File: config.mk
export PLATFORM = sky130hd
export DESIGN_NAME = small_matrix_determinant_unit
export DESIGN_NICKNAME = d
export VERILOG_FILES = /design/src/design/smd_pkg.sv /design/src/design/smd_store.sv /design/src/design/smd_mac.sv /design/src/design/smd_seq.sv /design/src/design/small_matrix_determinant_unit.sv
export SDC_FILE = /design/constraint.sdc
export NUM_CORES = 2
export LEC_CHECK = 0
export ABC_CLOCK_PERIOD_IN_PS = 7700
export CORE_ASPECT_RATIO = 1.4
export CORE_MARGIN = 4
export CORE_UTILIZATION = 50
export DETAILED_ROUTE_END_ITERATION = 12
export DONT_BUFFER_PORTS = 1
export HOLD_SLACK_MARGIN = 0.06
export PLACE_DENSITY = 0.8
export SLEW_MARGIN = 10
export SYNTH_ARGS = -nofsm -noshare
export SYNTH_HDL_FRONTEND = slang
export SYNTH_SLANG_ARGS = --single-unit
File: constraint.sdc
create_clock -name aclk -period 7.7 [get_ports aclk]
set_clock_uncertainty 0.1 [all_clocks]
set_input_delay 1.155 -clock aclk [delete_from_list [all_inputs] [get_ports aclk]]
set_output_delay 1.155 -clock aclk [all_outputs]
set_load 0.02 [all_outputs]
File: src/design/smd_pkg.sv
// Shared types, constants and the step table for the matrix determinant unit.
// No dependencies; imported by every module of the block except smd_store.
`default_nettype none

package smd_pkg;

    // Fixed field widths
    localparam int DET_BITS    = 50;
    localparam int S_TDATA_W   = 16;
    localparam int M_TDATA_W   = 56;
    localparam int SIZE_W      = 3;
    localparam int TOTAL_W     = 5;
    localparam int PC_W        = 6;
    localparam int TIDX_W      = 4;
    localparam int TEMP_COUNT  = 10;
    localparam int UOP_ADDR_W  = 4;

    localparam logic [SIZE_W-1:0] SIZE_RESET = 3'd4;

    // First step of each size's program
    localparam logic [PC_W-1:0] PC_N1 = 6'd0;
    localparam logic [PC_W-1:0] PC_N2 = 6'd1;
    localparam logic [PC_W-1:0] PC_N3 = 6'd3;
    localparam logic [PC_W-1:0] PC_N4 = 6'd12;

    typedef enum logic [2:0] {
        ST_LOAD,
        ST_RDA,
        ST_RDB,
        ST_MUL,
        ST_ACC
    } seq_state_t;

    // Second multiplier operand source
    typedef enum logic [1:0] {
        BSRC_ELEM,
        BSRC_TEMP,
        BSRC_ONE
    } bsrc_t;

    // One multiply-accumulate step
    typedef struct packed {
        logic [UOP_ADDR_W-1:0] addr_a;
        bsrc_t                 bsrc;
        logic [UOP_ADDR_W-1:0] sel_b;
        logic                  neg;
        logic                  first;
        logic                  last;
        logic                  fin;
        logic [TIDX_W-1:0]     dst;
    } uop_t;

    // Sequencer to MAC unit control
    typedef struct packed {
        logic              load_a;
        logic              mul_en;
        logic              acc_en;
        bsrc_t             bsrc;
        logic [TIDX_W-1:0] tidx;
        logic              neg;
        logic              first;
        logic              wr_temp;
        logic [TIDX_W-1:0] dst;
    } mac_ctl_t;

    function automatic uop_t mk(input logic [3:0] a, input bsrc_t bs, input logic [3:0] b,
                                input logic neg, input logic first, input logic last,
                                input logic fin, input logic [3:0] dst);
        uop_t u;
        u.addr_a = a;
        u.bsrc   = bs;
        u.sel_b  = b;
        u.neg    = neg;
        u.first  = first;
        u.last   = last;
        u.fin    = fin;
        u.dst    = dst;
        return u;
    endfunction

    // Step table. Size 3: temps 0..2 are the 2x2 minors of columns 1,2 for row
    // pairs (0,1),(0,2),(1,2). Size 4: temps 0..5 are the 2x2 minors of columns
    // 2,3 for pairs 01,02,03,12,13,23; temps 6..9 the 3x3 minors of columns
    // 1..3 with row 0..3 struck out. Final sum expands down column 0.
    function automatic uop_t uop_at(input logic [PC_W-1:0] pc);
        uop_t u;
        case (pc)
            // size 1
            6'd0:  u = mk(4'd0,  BSRC_ONE,  4'd0, 1'b0, 1'b1, 1'b1, 1'b1, 4'd0);
            // size 2
            6'd1:  u = mk(4'd0,  BSRC_ELEM, 4'd3, 1'b0, 1'b1, 1'b0, 1'b0, 4'd0);
            6'd2:  u = mk(4'd1,  BSRC_ELEM, 4'd2, 1'b1, 1'b0, 1'b1, 1'b1, 4'd0);
            // size 3, minors
            6'd3:  u = mk(4'd1,  BSRC_ELEM, 4'd5, 1'b0, 1'b1, 1'b0, 1'b0, 4'd0);
            6'd4:  u = mk(4'd2,  BSRC_ELEM, 4'd4, 1'b1, 1'b0, 1'b1, 1'b0, 4'd0);
            6'd5:  u = mk(4'd1,  BSRC_ELEM, 4'd8, 1'b0, 1'b1, 1'b0, 1'b0, 4'd1);
            6'd6:  u = mk(4'd2,  BSRC_ELEM, 4'd7, 1'b1, 1'b0, 1'b1, 1'b0, 4'd1);
            6'd7:  u = mk(4'd4,  BSRC_ELEM, 4'd8, 1'b0, 1'b1, 1'b0, 1'b0, 4'd2);
            6'd8:  u = mk(4'd5,  BSRC_ELEM, 4'd7, 1'b1, 1'b0, 1'b1, 1'b0, 4'd2);
            // size 3, expansion
            6'd9:  u = mk(4'd0,  BSRC_TEMP, 4'd2, 1'b0, 1'b1, 1'b0, 1'b0, 4'd0);
            6'd10: u = mk(4'd3,  BSRC_TEMP, 4'd1, 1'b1, 1'b0, 1'b0, 1'b0, 4'd0);
            6'd11: u = mk(4'd6,  BSRC_TEMP, 4'd0, 1'b0, 1'b0, 1'b1, 1'b1, 4'd0);
            // size 4, 2x2 minors
            6'd12: u = mk(4'd2,  BSRC_ELEM, 4'd7,  1'b0, 1'b1, 1'b0, 1'b0, 4'd0);
            6'd13: u = mk(4'd3,  BSRC_ELEM, 4'd6,  1'b1, 1'b0, 1'b1, 1'b0, 4'd0);
            6'd14: u = mk(4'd2,  BSRC_ELEM, 4'd11, 1'b0, 1'b1, 1'b0, 1'b0, 4'd1);
            6'd15: u = mk(4'd3,  BSRC_ELEM, 4'd10, 1'b1, 1'b0, 1'b1, 1'b0, 4'd1);
            6'd16: u = mk(4'd2,  BSRC_ELEM, 4'd15, 1'b0, 1'b1, 1'b0, 1'b0, 4'd2);
            6'd17: u = mk(4'd3,  BSRC_ELEM, 4'd14, 1'b1, 1'b0, 1'b1, 1'b0, 4'd2);
            6'd18: u = mk(4'd6,  BSRC_ELEM, 4'd11, 1'b0, 1'b1, 1'b0, 1'b0, 4'd3);
            6'd19: u = mk(4'd7,  BSRC_ELEM, 4'd10, 1'b1, 1'b0, 1'b1, 1'b0, 4'd3);
            6'd20: u = mk(4'd6,  BSRC_ELEM, 4'd15, 1'b0, 1'b1, 1'b0, 1'b0, 4'd4);
            6'd21: u = mk(4'd7,  BSRC_ELEM, 4'd14, 1'b1, 1'b0, 1'b1, 1'b0, 4'd4);
            6'd22: u = mk(4'd10, BSRC_ELEM, 4'd15, 1'b0, 1'b1, 1'b0, 1'b0, 4'd5);
            6'd23: u = mk(4'd11, BSRC_ELEM, 4'd14, 1'b1, 1'b0, 1'b1, 1'b0, 4'd5);
            // size 4, 3x3 minors
            6'd24: u = mk(4'd5,  BSRC_TEMP, 4'd5, 1'b0, 1'b1, 1'b0, 1'b0, 4'd6);
            6'd25: u = mk(4'd9,  BSRC_TEMP, 4'd4, 1'b1, 1'b0, 1'b0, 1'b0, 4'd6);
            6'd26: u = mk(4'd13, BSRC_TEMP, 4'd3, 1'b0, 1'b0, 1'b1, 1'b0, 4'd6);
            6'd27: u = mk(4'd1,  BSRC_TEMP, 4'd5, 1'b0, 1'b1, 1'b0, 1'b0, 4'd7);
            6'd28: u = mk(4'd9,  BSRC_TEMP, 4'd2, 1'b1, 1'b0, 1'b0, 1'b0, 4'd7);
            6'd29: u = mk(4'd13, BSRC_TEMP, 4'd1, 1'b0, 1'b0, 1'b1, 1'b0, 4'd7);
            6'd30: u = mk(4'd1,  BSRC_TEMP, 4'd4, 1'b0, 1'b1, 1'b0, 1'b0, 4'd8);
            6'd31: u = mk(4'd5,  BSRC_TEMP, 4'd2, 1'b1, 1'b0, 1'b0, 1'b0, 4'd8);
            6'd32: u = mk(4'd13, BSRC_TEMP, 4'd0, 1'b0, 1'b0, 1'b1, 1'b0, 4'd8);
            6'd33: u = mk(4'd1,  BSRC_TEMP, 4'd3, 1'b0, 1'b1, 1'b0, 1'b0, 4'd9);
            6'd34: u = mk(4'd5,  BSRC_TEMP, 4'd1, 1'b1, 1'b0, 1'b0, 1'b0, 4'd9);
            6'd35: u = mk(4'd9,  BSRC_TEMP, 4'd0, 1'b0, 1'b0, 1'b1, 1'b0, 4'd9);
            // size 4, expansion
            6'd36: u = mk(4'd0,  BSRC_TEMP, 4'd6, 1'b0, 1'b1, 1'b0, 1'b0, 4'd0);
            6'd37: u = mk(4'd4,  BSRC_TEMP, 4'd7, 1'b1, 1'b0, 1'b0, 1'b0, 4'd0);
            6'd38: u = mk(4'd8,  BSRC_TEMP, 4'd8, 1'b0, 1'b0, 1'b0, 1'b0, 4'd0);
            6'd39: u = mk(4'd12, BSRC_TEMP, 4'd9, 1'b1, 1'b0, 1'b1, 1'b1, 4'd0);
            default: u = mk(4'd0, BSRC_ONE, 4'd0, 1'b0, 1'b1, 1'b1, 1'b1, 4'd0);
        endcase
        return u;
    endfunction

endpackage

`default_nettype wire

File: src/design/smd_store.sv
// Element store: one write port, one registered read port.
// Depends on nothing beyond its parameters.
`default_nettype none

module smd_store #(
    parameter int ELEMENT_BITS = 12,
    parameter int ADDR_W       = 4
) (
    input  wire logic                    aclk,
    input  wire logic                    wr_en,
    input  wire logic [ADDR_W-1:0]       wr_addr,
    input  wire logic [ELEMENT_BITS-1:0] wr_data,
    input  wire logic [ADDR_W-1:0]       rd_addr,
    output logic      [ELEMENT_BITS-1:0] rd_data
);

    localparam int DEPTH = 1 << ADDR_W;

    logic [ELEMENT_BITS-1:0] mem [DEPTH];

    always_ff @(posedge aclk) begin
        if (wr_en) begin
            mem[wr_addr] <= wr_data;
        end
    end

    always_ff @(posedge aclk) begin
        rd_data <= mem[rd_addr];
    end

endmodule

`default_nettype wire

File: src/design/smd_mac.sv
// Shared multiply-accumulate unit with its partial-minor register file.
// Depends on smd_pkg.
`default_nettype none

module smd_mac #(
    parameter int ELEMENT_BITS = 12
) (
    input  wire logic                        aclk,
    input  wire smd_pkg::mac_ctl_t           ctl,
    input  wire logic [ELEMENT_BITS-1:0]     rd_data,
    output logic      [smd_pkg::DET_BITS-1:0] acc_next
);

    import smd_pkg::*;

    localparam int DW = DET_BITS;

    logic signed [ELEMENT_BITS-1:0]    a_reg;
    logic        [DW-1:0]              prod_reg;
    logic        [DW-1:0]              acc_reg;
    logic        [DW-1:0]              temp_reg [TEMP_COUNT];
    logic signed [DW-1:0]              b_val;
    logic signed [ELEMENT_BITS+DW-1:0] prod_full;
    logic        [DW-1:0]              term;

    always_comb begin
        case (ctl.bsrc)
            BSRC_ELEM: b_val = {{(DW-ELEMENT_BITS){rd_data[ELEMENT_BITS-1]}}, rd_data};
            BSRC_TEMP: b_val = temp_reg[ctl.tidx];
            BSRC_ONE:  b_val = {{(DW-1){1'b0}}, 1'b1};
            default:   b_val = '0;
        endcase
    end

    // Everything is kept modulo 2^DW; the final determinant always fits.
    assign prod_full = a_reg * b_val;
    assign term      = ctl.neg ? (DW'(0) - prod_reg) : prod_reg;
    assign acc_next  = ctl.first ? term : (acc_reg + term);

    always_ff @(posedge aclk) begin
        if (ctl.load_a) begin
            a_reg <= rd_data;
        end
        if (ctl.mul_en) begin
            prod_reg <= prod_full[DW-1:0];
        end
        if (ctl.acc_en) begin
            acc_reg <= acc_next;
        end
        if (ctl.wr_temp) begin
            temp_reg[ctl.dst] <= acc_next;
        end
    end

endmodule

`default_nettype wire

File: src/design/smd_seq.sv
// Load counter and step sequencer driving the store and the shared MAC.
// Depends on smd_pkg.
`default_nettype none

module smd_seq #(
    parameter int MAX_SIZE = 4,
    parameter int ADDR_W   = 4
) (
    input  wire logic                        aclk,
    input  wire logic                        aresetn,
    input  wire logic [smd_pkg::SIZE_W-1:0]  matrix_size,
    input  wire logic                        s_tvalid,
    output logic                             s_tready,
    input  wire logic                        out_busy,
    output logic                             wr_en,
    output logic      [ADDR_W-1:0]           wr_addr,
    output logic      [ADDR_W-1:0]           rd_addr,
    output smd_pkg::mac_ctl_t                mac_ctl,
    output logic                             done
);

    import smd_pkg::*;

    seq_state_t          state_reg, state_next;
    logic [PC_W-1:0]     pc_reg, pc_next;
    logic [ADDR_W-1:0]   load_count_reg, load_count_next;
    logic [SIZE_W-1:0]   n_eff;
    logic [TOTAL_W-1:0]  total;
    logic [TOTAL_W-1:0]  count_plus;
    logic                last_elem;
    logic                accept;
    logic                advance;
    logic [PC_W-1:0]     start_pc;
    uop_t                uop;

    always_comb begin
        if (matrix_size == '0) begin
            n_eff = SIZE_W'(1);
        end else if (matrix_size > SIZE_W'(MAX_SIZE)) begin
            n_eff = SIZE_W'(MAX_SIZE);
        end else begin
            n_eff = matrix_size;
        end
    end

    assign total      = TOTAL_W'(n_eff) * TOTAL_W'(n_eff);
    assign count_plus = TOTAL_W'(load_count_reg) + TOTAL_W'(1);
    assign last_elem  = (count_plus >= total);
    assign uop        = uop_at(pc_reg);

    always_comb begin
        case (n_eff)
            3'd1:    start_pc = PC_N1;
            3'd2:    start_pc = PC_N2;
            3'd3:    start_pc = PC_N3;
            default: start_pc = PC_N4;
        endcase
    end

    assign accept  = (state_reg == ST_LOAD) && s_tvalid;
    // Final step waits while the previous determinant is still unclaimed.
    assign advance = (state_reg == ST_ACC) && !(uop.fin && out_busy);

    // Next state
    always_comb begin
        state_next      = state_reg;
        pc_next         = pc_reg;
        load_count_next = load_count_reg;
        case (state_reg)
            ST_LOAD: begin
                if (accept) begin
                    if (last_elem) begin
                        load_count_next = '0;
                        pc_next         = start_pc;
                        state_next      = ST_RDA;
                    end else begin
                        load_count_next = load_count_reg + ADDR_W'(1);
                    end
                end
            end
            ST_RDA: state_next = ST_RDB;
            ST_RDB: state_next = ST_MUL;
            ST_MUL: state_next = ST_ACC;
            ST_ACC: begin
                if (advance) begin
                    if (uop.fin) begin
                        state_next = ST_LOAD;
                    end else begin
                        pc_next    = pc_reg + PC_W'(1);
                        state_next = ST_RDA;
                    end
                end
            end
            default: state_next = ST_LOAD;
        endcase
    end

    // Outputs
    always_comb begin
        s_tready        = (state_reg == ST_LOAD);
        wr_en           = accept;
        wr_addr         = load_count_reg;
        rd_addr         = uop.addr_a[ADDR_W-1:0];
        mac_ctl.load_a  = 1'b0;
        mac_ctl.mul_en  = 1'b0;
        mac_ctl.acc_en  = 1'b0;
        mac_ctl.bsrc    = uop.bsrc;
        mac_ctl.tidx    = uop.sel_b;
        mac_ctl.neg     = uop.neg;
        mac_ctl.first   = uop.first;
        mac_ctl.wr_temp = 1'b0;
        mac_ctl.dst     = uop.dst;
        done            = 1'b0;
        case (state_reg)
            ST_RDB: begin
                mac_ctl.load_a = 1'b1;
                rd_addr        = uop.sel_b[ADDR_W-1:0];
            end
            ST_MUL: mac_ctl.mul_en = 1'b1;
            ST_ACC: begin
                mac_ctl.acc_en  = advance;
                mac_ctl.wr_temp = advance && uop.last && !uop.fin;
                done            = advance && uop.fin;
            end
            default: ;
        endcase
    end

    always_ff @(posedge aclk) begin
        if (!aresetn) begin
            state_reg      <= ST_LOAD;
            pc_reg         <= '0;
            load_count_reg <= '0;
        end else begin
            state_reg      <= state_next;
            pc_reg         <= pc_next;
            load_count_reg <= load_count_next;
        end
    end

endmodule

`default_nettype wire

File: src/design/small_matrix_determinant_unit.sv
// Top level of the small matrix determinant unit.
// Depends on smd_pkg, smd_store, smd_seq and smd_mac.
//
// Usage:
//   Elements of an n x n matrix (n = matrix_size, 1..4, reset 4; 0 acts as 1,
//   values above MAX_SIZE act as MAX_SIZE) arrive row-major on the s_ channel,
//   one request per cycle while s_tready is high. The request that completes
//   the matrix starts the computation and the exact determinant (integer
//   product of the raw fixed-point elements, n times the element fraction bits)
//   leaves on the m_ channel as one request.
//   Compute: the determinant runs as a fixed list of multiply-accumulate steps
//   on one shared 12 x 50 bit multiplier, each step two store reads, a
//   multiply and an accumulate. Steps per size: 1, 2, 9, 28. After the last
//   element s_tready stays low through the final step, and the result is in
//   m_tdata in the same cycle that s_tready rises again.
//   Stall: the result sits in an output register; the next matrix loads while
//   it waits, and only the final step of the following matrix holds until the
//   earlier result is taken.
//   Reset: load count cleared, size back to 4, output empty. Store contents are
//   undefined until written. matrix_size is written through cfg_we/cfg_wdata;
//   the user must write it only while idle, the block itself does not enforce this.
`default_nettype none

module small_matrix_determinant_unit #(
    parameter int MAX_SIZE     = 4,
    parameter int ELEMENT_BITS = 12
) (
    input  wire logic                            aclk,
    input  wire logic                            aresetn,
    // configuration
    input  wire logic                            cfg_we,
    input  wire logic [smd_pkg::SIZE_W-1:0]      cfg_wdata,    // matrix_size
    // element requests
    input  wire logic                            s_tvalid,
    output logic                                 s_tready,
    input  wire logic [smd_pkg::S_TDATA_W-1:0]   s_tdata,      // [11:0] element_value
    // determinant requests
    output logic                                 m_tvalid,
    input  wire logic                            m_tready,
    output logic      [smd_pkg::M_TDATA_W-1:0]   m_tdata       // [49:0] determinant_value
);

    import smd_pkg::*;

    localparam int STORE_DEPTH = MAX_SIZE * MAX_SIZE;
    localparam int ADDR_W      = (STORE_DEPTH > 1) ? $clog2(STORE_DEPTH) : 1;

    logic [SIZE_W-1:0]       matrix_size_reg;
    logic                    m_tvalid_reg;
    logic [DET_BITS-1:0]     det_reg;
    logic                    out_busy;
    logic                    wr_en;
    logic [ADDR_W-1:0]       wr_addr;
    logic [ADDR_W-1:0]       rd_addr;
    logic [ELEMENT_BITS-1:0] rd_data;
    logic [DET_BITS-1:0]     acc_next;
    logic                    done;
    mac_ctl_t                mac_ctl;

    // Configuration register
    always_ff @(posedge aclk) begin
        if (!aresetn) begin
            matrix_size_reg <= SIZE_RESET;
        end else if (cfg_we) begin
            matrix_size_reg <= cfg_wdata;
        end
    end

    // Element store: low ELEMENT_BITS of the element are kept
    smd_store #(
        .ELEMENT_BITS (ELEMENT_BITS),
        .ADDR_W       (ADDR_W)
    ) u_store (
        .aclk    (aclk),
        .wr_en   (wr_en),
        .wr_addr (wr_addr),
        .wr_data (s_tdata[ELEMENT_BITS-1:0]),
        .rd_addr (rd_addr),
        .rd_data (rd_data)
    );

    smd_seq #(
        .MAX_SIZE (MAX_SIZE),
        .ADDR_W   (ADDR_W)
    ) u_seq (
        .aclk        (aclk),
        .aresetn     (aresetn),
        .matrix_size (matrix_size_reg),
        .s_tvalid    (s_tvalid),
        .s_tready    (s_tready),
        .out_busy    (out_busy),
        .wr_en       (wr_en),
        .wr_addr     (wr_addr),
        .rd_addr     (rd_addr),
        .mac_ctl     (mac_ctl),
        .done        (done)
    );

    smd_mac #(
        .ELEMENT_BITS (ELEMENT_BITS)
    ) u_mac (
        .aclk     (aclk),
        .ctl      (mac_ctl),
        .rd_data  (rd_data),
        .acc_next (acc_next)
    );

    // Output register: a finished result waits here for the receiver
    assign out_busy = m_tvalid_reg && !m_tready;

    always_ff @(posedge aclk) begin
        if (!aresetn) begin
            m_tvalid_reg <= 1'b0;
        end else if (done) begin
            m_tvalid_reg <= 1'b1;
        end else if (m_tready) begin
            m_tvalid_reg <= 1'b0;
        end
    end

    always_ff @(posedge aclk) begin
        if (done) begin
            det_reg <= acc_next;
        end
    end

    assign m_tvalid = m_tvalid_reg;
    assign m_tdata  = {{(M_TDATA_W-DET_BITS){1'b0}}, det_reg};

endmodule

`default_nettype wire

# == After elaboration in Yosys (flattened, before gate mapping) ==
# Memories as Yosys holds them, arrays and structs flattened. A register that Yosys moved wholly into a read port is not among the register bits.
# Index checks and enable logic that the tools add are counted.
# word_totals
regBits,179
latchBits,0
ram_bits,692
romBits,1152
output_inout_bits,58
word_cells,83
n_memories,3
# memory_table
memory,words,word_bits,rd,rd_clocked_by_memory_dff,write_ports,line_no,rtl
(name not given),64,18,1,1,0,smd_pkg.sv:87,case (pc)
u_mac.temp_reg,10,50,1,0,1,smd_mac.sv:21,logic [DW-1:0] temp_reg [TEMP_COUNT];
u_store.mem,16,12,1,1,1,smd_store.sv:19,logic [ELEMENT_BITS-1:0] mem [DEPTH];
# classes
addsub,5
multipliers,2
n_div,0
n_lt_le_gt_ge,2
eq_ne,13
shift,0
mux,31
bitwise,0
n_reduce_logical,18
# op_table
cell,n
$pmux 50 s3,1
$mux 50,2
$add 50x50->50,1
$mul 12x50->50,1
$sub 1x50->50 const A,1
$mux 6,6
$mux 3,5
$pmux 3 s5,1
$eq 3x2->1 const B,4
$mux 1,12
$pmux 4 s3,1
$pmux 6 s2,1
$mux 4,2
$logic_and 1x1->1,7
$add 6x1->6 const B,1
$eq 3x1->1 const B,2
$logic_not 3->1,2
$ne 2x1->1 const B,3
$add 4x1->5 const B,1
$ge 5x5->1,1
$mul 3x3->5,1
$reduce_and 5->1,1
$add 4x1->4 const B,1
$reduce_bool 2->1,2
other kinds (9),11

# == Logic depth before layout (Yosys ltp) ==
# depth
word_depth,10
depth_mapped,36

# == Hierarchy ==
# A second synthesis with hierarchy kept.
# unflattened
cells_unflattened,4277
hier_area_um2,54798.8
# by_module_without_submodules
mod,instances,cells_each,area_per_inst_um2
smd_mac,1,3581,42937.4
smd_store,1,329,7599.8
smd_seq,1,298,2571.2
small_matrix_determinant_unit,1,69,1690.4

# == Worst setup path after synthesis ==
# No wires, ideal clock.
# synth_path
kind,register to register
start,register u_seq.uop[8] (netlist name)
end,register u_mac.prod_reg[34] (data pin)
arrival_time_ns,7.643
required_time_ns,7.342
path_slack_ns,-0.301
path_stages_with_launch,34
synth_period_minus_slack_ns,8.001
path_cell_list,dfxtp_1 buf_6 buf_12 buf_6 buf_4 buf_4 buf_2 mux4_2 nor2b_1 a211oi_1 a21oi_1 mux2i_1 nor2_1 buf_2 nand2_1 fa_1 fa_1 inv_1 fa_1 fa_1 inv_1 fa_1 inv_1 ha_1 a21o_1 or4_1 a21oi_1 o311ai_0 a31oi_1 o221ai_1 a221oi_1 o21ai_0 a21oi_1 xnor2_1
# synth_between
elab_chain_cells,3
# synth_lines
item,line_no,rtl
$mem_v2 10x50,-,
$pmux 50 s3,smd_mac.sv:27,case (ctl.bsrc)
$mul 12x50->50,smd_mac.sv:36,assign prod_full = a_reg * b_val;
named net u_mac.prod_full[34],smd_mac.sv:23,logic signed [ELEMENT_BITS+DW-1:0] prod_full;
"end signal, assigned",smd_mac.sv:45,prod_reg <= prod_full[DW-1:0];
"end, declared",smd_mac.sv:19,logic [DW-1:0] prod_reg;
# The timed path passes the listed nets, and every way through them passes these cells.
# A chain may end at the register's enable or synchronous reset.

# == Worst setup path after layout ==
# layout_path
start,register u_seq.uop[8] (netlist name)
end,register u_mac.prod_reg[42] (data pin)
# layout_between
elab_chain_cells,3
# layout_lines
item,line_no
$mem_v2 10x50,-
$pmux 50 s3,smd_mac.sv:27
$mul 12x50->50,smd_mac.sv:36
named net u_mac.prod_full[42],smd_mac.sv:23
# The timed path passes the listed nets, and every way through them passes these cells.

==> flow_summary.json <==
{
  "outcome": "completed",
  "worstMarginPinSlew_ps": 1240,
  "die_h_um": 402,
  "fin_crit_ps": 7640,
  "synthArstFlopShare_pct": 0,
  "drt_pre_antenna_iters": 5,
  "pwr_density_cell_nw_per_um2": 208,
  "grt_use_total_pct": 24.0,
  "yosysMostFrequentCell": "edfxtp_1",
  "grt-ovfl-total": 0,
  "grt_busiest_layer": "met2",
  "rows": 144,
  "multiInputGateArea_um2": 26900,
  "hold_path.startpoint": "matrix_size_reg[0]$_SDFFE_PN0P_",
  "cp.arrival_ps": 7930,
  "power.total_mw": 13.2,
  "synth_top_family_by_area": "adder cells",
  "avgSynthCellArea_um2": 12.6,
  "intPower_mw": 9.33,
  "drive_gt1_share_pct": 19.9,
  "finalSetupViolCount": 0,
  "ir_drop_uv": 369,
  "largest_reg_flops": 500,
  "wl_um": 143000,
  "routed_via_density": 5.89,
  "cts_made_buffers": 74,
  "cts_tree": "yes",
  "maxCapViolCount": 0,
  "hold_class": "reg2reg",
  "pin_count": 82,
  "rsz0062_at_grt": "yes",
  "switching_share_pct": 29.2,
  "drc": 0,
  "synthAdderAreaFrac_pct": 19.4,
  "switching_power_mw": 3.85,
  "cp-end-kind": "register",
  "synth_seq_cells": 901,
  "max-slew-margin-rel_pct": 17.2,
  "r2r_slack_ps": 60,
  "r2r-end": "u_mac.prod_reg[42]$_DFFE_PP_",
  "clk_pin_slew_worst_paths_ps": 70,
  "synth_top_area_share_pct": 46.3,
  "finalHoldViolCount": 0,
  "synth-simple-area-share_pct": 9.51,
  "final.setup.tns_ps": 0,
  "cts_buffer_depth": 3,
  "areaGrowthSynthToFinish_pct": 14.7,
  "die_w_um": 289,
  "yosysSeqAreaShare_pct": 48.0,
  "ys_warn_count": 0,
  "netlist_top_cells_count": "854 x edfxtp_1, 575 x nand2_1, 513 x inv_1",
  "critPathMaxStageDelay_ps": 620,
  "syn_inst": 4401,
  "synth_compound_area_share_pct": 7.28,
  "grt_util_met2_pct": 43.1,
  "path_class": "reg2reg",
  "synth_edf_count": 854,
  "dp_hpwl_um": 96100,
  "initial_core_util_pct": 50.3,
  "ys_types": 90,
  "worstPathRequired_ps": 7990,
  "grt_first_pass_wirelength_um": 217000,
  "combPwrFrac_pct": 27.2,
  "grt_max_degree": 62,
  "hold_path_depth": 2,
  "grt_pass1_vias": 38400,
  "critPathTopFamily": "adder cells",
  "htreeDepth": 3,
  "holdBufCountCts": 0,
  "synthXorXnorAreaFrac_pct": 2.26,
  "met3_usage_pct": 3.29,
  "place_ws_ps": -350,
  "io_buffers": 0,
  "p_leak_nw": 24.2,
  "cts.sinks": 901,
  "critPathCapture": "u_mac.prod_reg[42]$_DFFE_PP_",
  "critPathLaunchType": "register",
  "syn_area_um2": 55400,
  "synth_mux_area_share_pct": 8.24,
  "nets": 5311,
  "antenna_found_initial": 0,
  "cp_slowest_cell": "fa_2",
  "drv_slew": 0,
  "finalCritPeriodShare_pct": 99.2,
  "clock_latency_ps": 650,
  "antenna-diode-count": 0,
  "fin_cells": 6205,
  "dp_cells": 5995,
  "crit-reg2reg-launch": "u_seq.uop[8]$_DFF_P_",
  "dieArea_um2": 116000,
  "synth_area_leaders": "edfxtp_1 46%, fa_1 15%, mux4_2 5.5%",
  "detail-route-antenna-nets": 0,
  "worstPathMaxFanout": 8,
  "num_vias": 36600,
  "dominantRegCellSynth": "edfxtp_1",
  "path_buf_inv": 7,
  "finalWeightedCongestion": 0.917,
  "gr-usage-met1_pct": 28.4,
  "wl_per_cell_um": 23.0,
  "clkPwrFrac_pct": 30.2,
  "core_area_um2": 110000,
  "nFillCells": 8065,
  "fin_ws_ps": 64.6,
  "startpoint": "u_seq.uop[8]$_DFF_P_",
  "reg2reg_depth": 28,
  "p_seq_share_pct": 42.6,
  "fmax_mhz": 131,
  "drt_iter0_markers": 3273,
  "clock-root-buffer": "clkbuf_16",
  "yosys.area.top_type": "edfxtp_1",
  "crit_cells": 28,
  "ff_latch_area_um2": 26600,
  "whs_ps": 424
}
[kinds of logic after synthesis]
logic type,after synthesis
xor+xnor,139
mux,261
flops,901
simple gates,1127
fa+ha+maj,604
compound gates,616
other cells,1
buf+inv,752
[final cells by class]
class                           count  share of cell area, %
Clock buffer                       92                   3.12
Clock inverter                     46                  0.855
Multi-Input combinational cell   2754                   42.4
Tap cell                         1460                   2.88
Inverter                          518                   3.06
Sequential cell                   901                   41.9
Timing Repair Buffer              434                   5.80
[what timing repair did]
| action | 4_1_cts | 5_1_grt |
|---|---|---|
| setup endpoints to repair | 15 | 18 |
| hold endpoints to repair | 0 | 0 |
| pin swaps | 4 | 111 |
| resized for setup | 29 | 225 |
| setup buffers | 11 | 58 |
| gates cloned | 2 | 6 |
[routing by layer]
layer,vias to the layer above,wire (um)
li1,15900,-
met1,18600,50400
met2,1686,75300
met3,416,9480
met4,0,7460
met5,-,0
[stage by stage]
| step | cell area (um2) | utilization, % |
|---|---|---|
| 5_1_grt | 63500 | 57.7 |
| 3_3_place_gp | 59200 | 53.8 |
| 3_5_place_dp | 59200 | 53.8 |
| 2_1_floorplan | 55500 | - |
| 4_1_cts | 62000 | 56.3 |
| 6_report | 63500 | 57.7 |
[cells in the final DEF, fill, tap and decap left out, types with 20 or more instances in the layout]
master,synthesis,final
a211oi_1,40,26
a21o_1,60,60
a21oi_1,171,143
a21oi_2,2,21
a31oi_1,31,29
and2_1,162,152
and3_1,25,23
buf_4,14,389
clkbuf_16,0,78
dfxtp_1,47,40
edfxtp_1,854,854
fa_1,421,409
ha_1,183,170
inv_1,513,503
mux2_2,40,36
mux2i_1,73,63
mux4_2,135,135
nand2_1,575,572
nand2b_1,28,28
nand3_1,36,34
nor2_1,154,134
nor2b_1,25,20
nor3_1,31,25
o211ai_1,35,35
o21ai_0,113,89
o31ai_1,27,24
xnor2_1,100,100
xor2_1,36,36
[power by group through the flow]
| stage | registers (mW) | clock network (mW) | logic (mW) |
|---|---|---|---|
| floorplan | 5.68 | 0 | 2.04 |
| global placement | 5.72 | 0 | 3.13 |
| CTS | 5.61 | 4.00 | 3.28 |
| finish | 5.61 | 3.98 | 3.58 |
| detailed placement | 5.72 | 0 | 3.16 |
| global route | 5.61 | 4.21 | 3.94 |
[worst reg2reg max path: cells and delay by family, from the launching register on]
kind | cells | cell delay [ps]
adders and majority gates | 6 | 2890
and+or+nand+nor | 6 | 1180
AOI/OAI and AO/OA | 6 | 1060
buffers and inverters | 7 | 870
muxes | 2 | 770
DFF | 1 | 380
xor gates and xnor gates | 1 | 110
[worst min-delay path by stage]
| stage | to | slack [ps] |
|---|---|---|
| 2_1_floorplan | u_mac.a_reg[10]$_DFFE_PP_ | 310 |
| 3_3_place_gp | matrix_size_reg[1]$_SDFFE_PN0P_ | 390 |
| 3_5_place_dp | u_mac.a_reg[4]$_DFFE_PP_ | 410 |
| 4_1_cts | u_mac.a_reg[4]$_DFFE_PP_ | 420 |
| 5_1_grt | u_mac.a_reg[4]$_DFFE_PP_ | 440 |
| 6_report | matrix_size_reg[0]$_SDFFE_PN0P_ | 420 |
Power figures use the tool's default switching activity.
